## src/hw/rtl/frls_pkg.sv

```systemverilog
// ----------------------------------------------------------------------------
// frls_pkg
// Shared constants and types for the flash record log store.
// ----------------------------------------------------------------------------
package frls_pkg;

  localparam int STORE_BYTES  = 1024;
  localparam int RECORD_BYTES = 2;

  localparam int AW  = $clog2(STORE_BYTES);
  localparam int AW1 = AW + 1;
  localparam int IW  = (RECORD_BYTES > 1) ? $clog2(RECORD_BYTES) : 1;

  localparam logic [7:0] ERASED_BYTE = 8'hFF;

  localparam logic [1:0] ST_OK        = 2'd0;
  localparam logic [1:0] ST_BAD_INDEX = 2'd1;
  localparam logic [1:0] ST_BAD_VALUE = 2'd2;

  localparam logic OP_READ  = 1'b0;
  localparam logic OP_WRITE = 1'b1;

  typedef enum logic [3:0] {
    S_CLEAR,
    S_IDLE,
    S_SCAN,
    S_CUR_RD,
    S_CUR_WAIT,
    S_CP_RD,
    S_CP_CAP,
    S_ERASE,
    S_PROG,
    S_DONE
  } state_t;

  typedef struct packed {
    logic          we;
    logic [AW-1:0] addr;
    logic [7:0]    wdata;
  } mem_req_t;

  typedef struct packed {
    logic [7:0] read_value;
    logic [1:0] status;
    logic       record_moved;
    logic       store_erased;
  } result_t;

endpackage

```

## src/hw/rtl/frls_ctrl.sv

```systemverilog
// ----------------------------------------------------------------------------
// frls_ctrl
// Sequencer: backward scan for the record, byte access, copy, erase sweep.
// ----------------------------------------------------------------------------
module frls_ctrl (
  input  logic               clk,
  input  logic               rst_n,
  input  logic               in_valid,
  output logic               in_ready,
  input  logic               in_opcode,
  input  logic [3:0]         in_byte_index,
  input  logic [7:0]         in_new_value,
  output frls_pkg::mem_req_t mem_req,
  input  logic [7:0]         mem_rd_data,
  output logic               res_valid,
  input  logic               res_ready,
  output frls_pkg::result_t  res
);
  import frls_pkg::*;

  state_t        state_r, state_nxt;
  logic          op_r, op_nxt;
  logic [3:0]    idx_r, idx_nxt;
  logic [7:0]    val_r, val_nxt;
  logic [AW-1:0] addr_r, addr_nxt;
  logic [AW-1:0] paddr_r, paddr_nxt;
  logic          pend_r, pend_nxt;
  logic          issued_r, issued_nxt;
  logic [AW-1:0] start_r, start_nxt;
  logic [IW-1:0] cnt_r, cnt_nxt;
  logic [7:0]    buf_r [RECORD_BYTES];
  logic          buf_we;
  result_t       res_r, res_nxt;

  logic [AW-1:0] last_sel;
  logic [AW-1:0] base_sum;
  logic [AW1-1:0] end_sum;
  logic [7:0]    cur_and;
  logic          cnt_last;

  // address adder for the record byte accesses: current byte, copy and program phases
  always_comb begin
    case (state_r)
      S_CUR_RD, S_CUR_WAIT: base_sum = start_r + AW'(idx_r);
      default:              base_sum = start_r + AW'(cnt_r);
    endcase
  end

  assign end_sum  = AW1'(start_r) + AW1'(2 * RECORD_BYTES);
  assign cur_and  = mem_rd_data & val_r;
  assign cnt_last = (cnt_r == IW'(RECORD_BYTES - 1));
  assign last_sel = (pend_r && mem_rd_data != ERASED_BYTE &&
                     AW1'(paddr_r) > AW1'(RECORD_BYTES - 1))
                    ? paddr_r : AW'(RECORD_BYTES - 1);

  always_ff @(posedge clk) begin
    if (!rst_n) begin
      state_r <= S_CLEAR;
      addr_r  <= '0;
      pend_r  <= 1'b0;
      issued_r <= 1'b0;
    end else begin
      state_r  <= state_nxt;
      addr_r   <= addr_nxt;
      pend_r   <= pend_nxt;
      issued_r <= issued_nxt;
    end
  end

  always_ff @(posedge clk) begin
    op_r    <= op_nxt;
    idx_r   <= idx_nxt;
    val_r   <= val_nxt;
    paddr_r <= paddr_nxt;
    start_r <= start_nxt;
    cnt_r   <= cnt_nxt;
    res_r   <= res_nxt;
    if (buf_we) begin
      buf_r[cnt_r] <= mem_rd_data;
    end
  end

  always_comb begin
    state_nxt  = state_r;
    op_nxt     = op_r;
    idx_nxt    = idx_r;
    val_nxt    = val_r;
    addr_nxt   = addr_r;
    paddr_nxt  = paddr_r;
    pend_nxt   = pend_r;
    issued_nxt = issued_r;
    start_nxt  = start_r;
    cnt_nxt    = cnt_r;
    res_nxt    = res_r;
    buf_we     = 1'b0;
    in_ready   = 1'b0;
    res_valid  = 1'b0;
    mem_req    = '{we: 1'b0, addr: addr_r, wdata: ERASED_BYTE};

    case (state_r)
      S_CLEAR: begin
        mem_req.we = 1'b1;
        if (addr_r == AW'(STORE_BYTES - 1)) begin
          state_nxt = S_IDLE;
        end else begin
          addr_nxt = addr_r + AW'(1);
        end
      end
      S_IDLE: begin
        in_ready = 1'b1;
        if (in_valid) begin
          op_nxt  = in_opcode;
          idx_nxt = in_byte_index;
          val_nxt = in_new_value;
          res_nxt = '{read_value: 8'd0, status: ST_OK,
                      record_moved: 1'b0, store_erased: 1'b0};
          if ({1'b0, in_byte_index} >= 5'(RECORD_BYTES)) begin
            res_nxt.status = ST_BAD_INDEX;
            state_nxt      = S_DONE;
          end else if (in_opcode == OP_WRITE && in_new_value == ERASED_BYTE) begin
            res_nxt.status = ST_BAD_VALUE;
            state_nxt      = S_DONE;
          end else begin
            addr_nxt   = AW'(STORE_BYTES - 1);
            pend_nxt   = 1'b0;
            issued_nxt = 1'b0;
            state_nxt  = S_SCAN;
          end
        end
      end
      S_SCAN: begin
        // one read issued per cycle; data of the previous request checked
        if ((pend_r && mem_rd_data != ERASED_BYTE) || (!pend_r && issued_r)) begin
          start_nxt = last_sel - AW'(RECORD_BYTES - 1);
          pend_nxt  = 1'b0;
          state_nxt = S_CUR_RD;
        end else if (!issued_r) begin
          pend_nxt  = 1'b1;
          paddr_nxt = addr_r;
          if (addr_r == '0) begin
            issued_nxt = 1'b1;
          end else begin
            addr_nxt = addr_r - AW'(1);
          end
        end else begin
          pend_nxt = 1'b0;
        end
      end
      S_CUR_RD: begin
        mem_req.addr = base_sum;
        state_nxt    = S_CUR_WAIT;
      end
      S_CUR_WAIT: begin
        if (op_r == OP_READ) begin
          res_nxt.read_value = mem_rd_data;
          state_nxt          = S_DONE;
        end else if (cur_and == val_r) begin
          // only clears bits: program in place
          mem_req.we         = 1'b1;
          mem_req.addr       = base_sum;
          mem_req.wdata      = cur_and;
          res_nxt.read_value = cur_and;
          state_nxt          = S_DONE;
        end else begin
          res_nxt.record_moved = 1'b1;
          cnt_nxt              = '0;
          state_nxt            = S_CP_RD;
        end
      end
      S_CP_RD: begin
        mem_req.addr = base_sum;
        state_nxt    = S_CP_CAP;
      end
      S_CP_CAP: begin
        buf_we = 1'b1;
        if (cnt_last) begin
          cnt_nxt = '0;
          if (end_sum > AW1'(STORE_BYTES)) begin
            res_nxt.store_erased = 1'b1;
            start_nxt            = '0;
            addr_nxt             = '0;
            state_nxt            = S_ERASE;
          end else begin
            start_nxt = start_r + AW'(RECORD_BYTES);
            state_nxt = S_PROG;
          end
        end else begin
          cnt_nxt   = cnt_r + IW'(1);
          state_nxt = S_CP_RD;
        end
      end
      S_ERASE: begin
        mem_req.we = 1'b1;
        if (addr_r == AW'(STORE_BYTES - 1)) begin
          state_nxt = S_PROG;
        end else begin
          addr_nxt = addr_r + AW'(1);
        end
      end
      S_PROG: begin
        // target slot is erased, so programming writes the byte as is
        mem_req.we    = 1'b1;
        mem_req.addr  = base_sum;
        mem_req.wdata = (4'(cnt_r) == idx_r) ? val_r : buf_r[cnt_r];
        if (cnt_last) begin
          res_nxt.read_value = val_r;
          state_nxt          = S_DONE;
        end else begin
          cnt_nxt = cnt_r + IW'(1);
        end
      end
      S_DONE: begin
        res_valid = 1'b1;
        if (res_ready) begin
          state_nxt = S_IDLE;
        end
      end
      default: begin
        state_nxt = S_IDLE;
      end
    endcase
  end

  assign res = res_r;

endmodule

```

## config.mk

```make
export PLATFORM = sky130hd
export DESIGN_NAME = frls_ctrl
export DESIGN_NICKNAME = d
export VERILOG_FILES = /design/src/hw/rtl/frls_pkg.sv /design/src/hw/rtl/frls_ctrl.sv
export SDC_FILE = /design/constraint.sdc
export NUM_CORES = 1
export LEC_CHECK = 0
export BUFFER_PORTS_ARGS = -buffer_cell sky130_fd_sc_hd__buf_2
export CAP_MARGIN = 15
export CORE_UTILIZATION = 40
export CTS_CLUSTER_DIAMETER = 80
export CTS_CLUSTER_SIZE = 16
export DETAILED_ROUTE_END_ITERATION = 8
export HOLD_SLACK_MARGIN = 0.1
export SKIP_CTS_REPAIR_TIMING = 1
export SLEW_MARGIN = 20
export SYNTH_ARGS = -nofsm -noshare
export SYNTH_HDL_FRONTEND = slang
export SYNTH_SLANG_ARGS = --single-unit
```

## constraint.sdc

```tcl
create_clock -name clk -period 6.6 [get_ports clk]
set_input_delay 1.32 -clock clk [delete_from_list [all_inputs] [get_ports clk]]
set_output_delay 1.32 -clock clk [all_outputs]
set_load 0.03 [all_outputs]
```

==> flow_summary.ini <==
[layout]
utilization_pct = 47.5
finalNonFillerCells = 679
fin_area_um2 = 5450
drive_gt1_share_pct = 19.0
multi_input_area_um2 = 2320
fin_nets = 572
n_antenna_cell = 0
fillers = 1058
areaGrowthSynthToFinish_pct = 15.1
final_cell_mix = edfxtp_1, buf_2, nor2_1, a21oi_1, nand2_1
seq_area_um2 = 2200
final_common_cell = edfxtp_1

[cts]
cts_buffers = 9
cts_buffer_depth = 2
cts_max_level = 3
cts.clk_slew.worst_paths_ns = 0.07
clock_sinks = 79
cts_tree = done
worst_skew_pair.late_latency_ns = 0.34
clock-root-buffer = clkbuf_16

[sta]
max_freq_ghz = 0.203
hold_violations = 0
final.min_clock_period_ns = 4.93
slew_headroom_pct = 38.2
setup_tns_ns = 0
setup_viol = 0
fin_skew_ns = 0.00497
period_share_pct = 74.7
worst_pin_slew_ns = 0.917
rsz0062_at_grt = no
fin_hold_ws_ns = 0.548
drv_slew = 0

[setup_path]
crit_path_end_kind = output pin
cp-startpoint = state_r[0]
reg2reg_from = state_r[0]
critPathMaxFanout = 25
cp_common_cell = nor2_1
start_kind = register
cp_data_arrival_time_ns = 3.61
cp_cell_sequence = nand2_1 > nor2_1 > a21oi_1 > nor2_1 > nand2_1 > o21ai_0 > ha_1 > inv_1 > fa_1 > inv_1 > a21o_1 > a21oi_1 > nor2_1 > xor2_1 > mux2_2 > buf_2
slowest_delay_ns = 0.84
critical_path.reg2reg.endpoint = addr_r[9]
cp.required_ns = 5.28
reg2reg_depth = 10
endpoint = mem_req[14]
worst-setup-path-type = reg2out
rrSetupSlack_ns = 3.01
crit_path_top_delay_cell = dfxtp_1

[synthesis]
synth_top_family_by_area = compound AO/OA/AOI/OAI gates
muxShareOfSynthArea_pct = 4.65
yosys.area_share.simple_pct = 16.0
yosysTopAreaCell = edfxtp_1
ys_types = 67
syn_area_um2 = 4730
synth_compound_area_share_pct = 18.9
synth_area_leaders = edfxtp_1, dfxtp_1, a21oi_1
yosys_register_bits = 79
synth_ff_type = edfxtp_1
synth_fp_nets = 517
synth_edf_count = 62
ys_warn_count = 0
synth-xor-area-share_pct = 4.62
ys_seq_area_share_pct = 46.5
synthArstFlopShare_pct = 0
syn_inst = 476
synth_adder_area_share_pct = 4.55
avgSynthCellArea_um2 = 9.95
synth.top_cell.area_share_pct = 39.3

[pwr]
peakVddDrop_mv = 0.273
powerDensity_nw_per_um2 = 443
power.leakage_nw = 2.12

[global_routing]
antenna_found_initial = 0
grt_overflow = 0
gr-usage-all-layers_pct = 20.8
grt_first_pass_wirelength_um = 19700
grt_start_max_net_pins = 26
grt_pass1_vias = 3661

[min_path]
hold_class = reg2reg
hold_depth = 0

[floorplan]
io_pins = 58
die-area_um2 = 12300
initial_utilization_pct = 41.3
fp.dieW_um = 111
coreArea_um2 = 11500
row_count = 39
fp.dieH_um = 111

[placement]
hpwl_um = 9210
portBuffers = 57
place_area_um2 = 5140
dp.cells = 663
gp_congestion = 0.915

[outcome]
status = complete, no violations

[drt]
drt_wl_total_um = 12400
via_per_inst = 5.81
wl_per_cell_um = 18.3
drc_errors = 0
drtAntennaViolNets = 0
vias = 3946
dr.first_iter.drc_count = 336
drtPass1Iterations = 5

[job]
cap_violations = 0
[how the worst min path moves through the flow]
| stage | startpoint | slack (ns) | to |
|---|---|---|---|
| after floorplan | addr_r[7] | 0.49 | paddr_r[7] |
| after global routing | addr_r[8] | 0.57 | paddr_r[8] |
| after detailed placement | addr_r[8] | 0.54 | paddr_r[8] |
| after global placement | issued_r | 0.53 | issued_r |
| final | addr_r[8] | 0.55 | paddr_r[8] |
| after CTS | addr_r[8] | 0.55 | paddr_r[8] |
[stage by stage]
step,worst slack (ns),power [mW]
CTS,1.66,2.42
floorplan,2.39,1.63
detailed placement,2.04,1.89
finish,1.67,2.41
global route,1.32,2.57
global placement,2.11,1.87
[report_power, final]
group / internal [mW] / switching (mW)
registers: 0.663 / 0.132
logic: 0.422 / 0.674
clock network: 0.302 / 0.221
[layout make-up]
class | count | share of cell area [%]
sequential | 79 | 40.4
clock inverter | 7 | 1.58
multi-input combinational | 348 | 42.5
timing repair buffer | 63 | 6.06
clock buffer | 9 | 4.13
inverter | 30 | 2.07
tap | 143 | 3.28
[worst max-delay path, delay by kind of cell (launching register included)]
family | cells | cell delay, ns
fa+ha+maj | 2 | 0.60
compound gates | 4 | 0.40
buf+inv | 3 | 0.30
xor+xnor | 1 | 0.22
simple gates | 5 | 0.71
flops | 1 | 0.84
mux | 1 | 0.18
[registers in the layout (all words and copies together) (netlist names), named ones only]
signal,cells
addr_r,10
val_r,8
start_r,10
state_r,4
res,12
idx_r,4
buf_r,16
paddr_r,10
pend_r,1
cnt_last,1
op_r,1
issued_r,1
[cells in the mapped netlist, drive strengths merged (2+ instances only)]
library cell / number
a21o: 8
o21bai: 3
nand4: 7
o2111ai: 2
nor3: 10
xnor2: 15
inv: 30
and2: 5
a221oi: 8
a21oi: 43
a311oi: 3
o31ai: 3
edfxtp: 62
o211ai: 4
nand3: 14
mux2i: 13
o21ai: 19
a31oi: 5
buf: 12
dfxtp: 17
or3: 3
nand2b: 4
and3: 3
o211a: 3
a211oi: 6
nor2: 49
clkbuf: 7
or2: 6
fa: 2
and4: 2
mux2: 8
nor4: 8
nor3b: 2
a22oi: 2
ha: 14
a32oi: 2
xor2: 10
o21a: 3
nor4b: 2
o22ai: 12
nand2: 33
[per-layer routing]
metal | vias up | wire length (µm) | track usage, %
met4 | 0 | 276 | 7.82
li1 | 1906 | - | -
met1 | 1899 | 5630 | 27.4
met2 | 121 | 5900 | 33.6
met5 | - | 0 | 0
met3 | 20 | 595 | 4.21
[cell families (layout without fill, tap and decap cells)]
kind of cell / after synthesis / in the layout
flops: 79 / 79
compound gates: 134 / 134
xor+xnor: 25 / 25
fa+ha+maj: 16 / 16
simple gates: 152 / 152
mux: 21 / 21
buf+inv: 49 / 109
(Power assumes the default switching activity.)
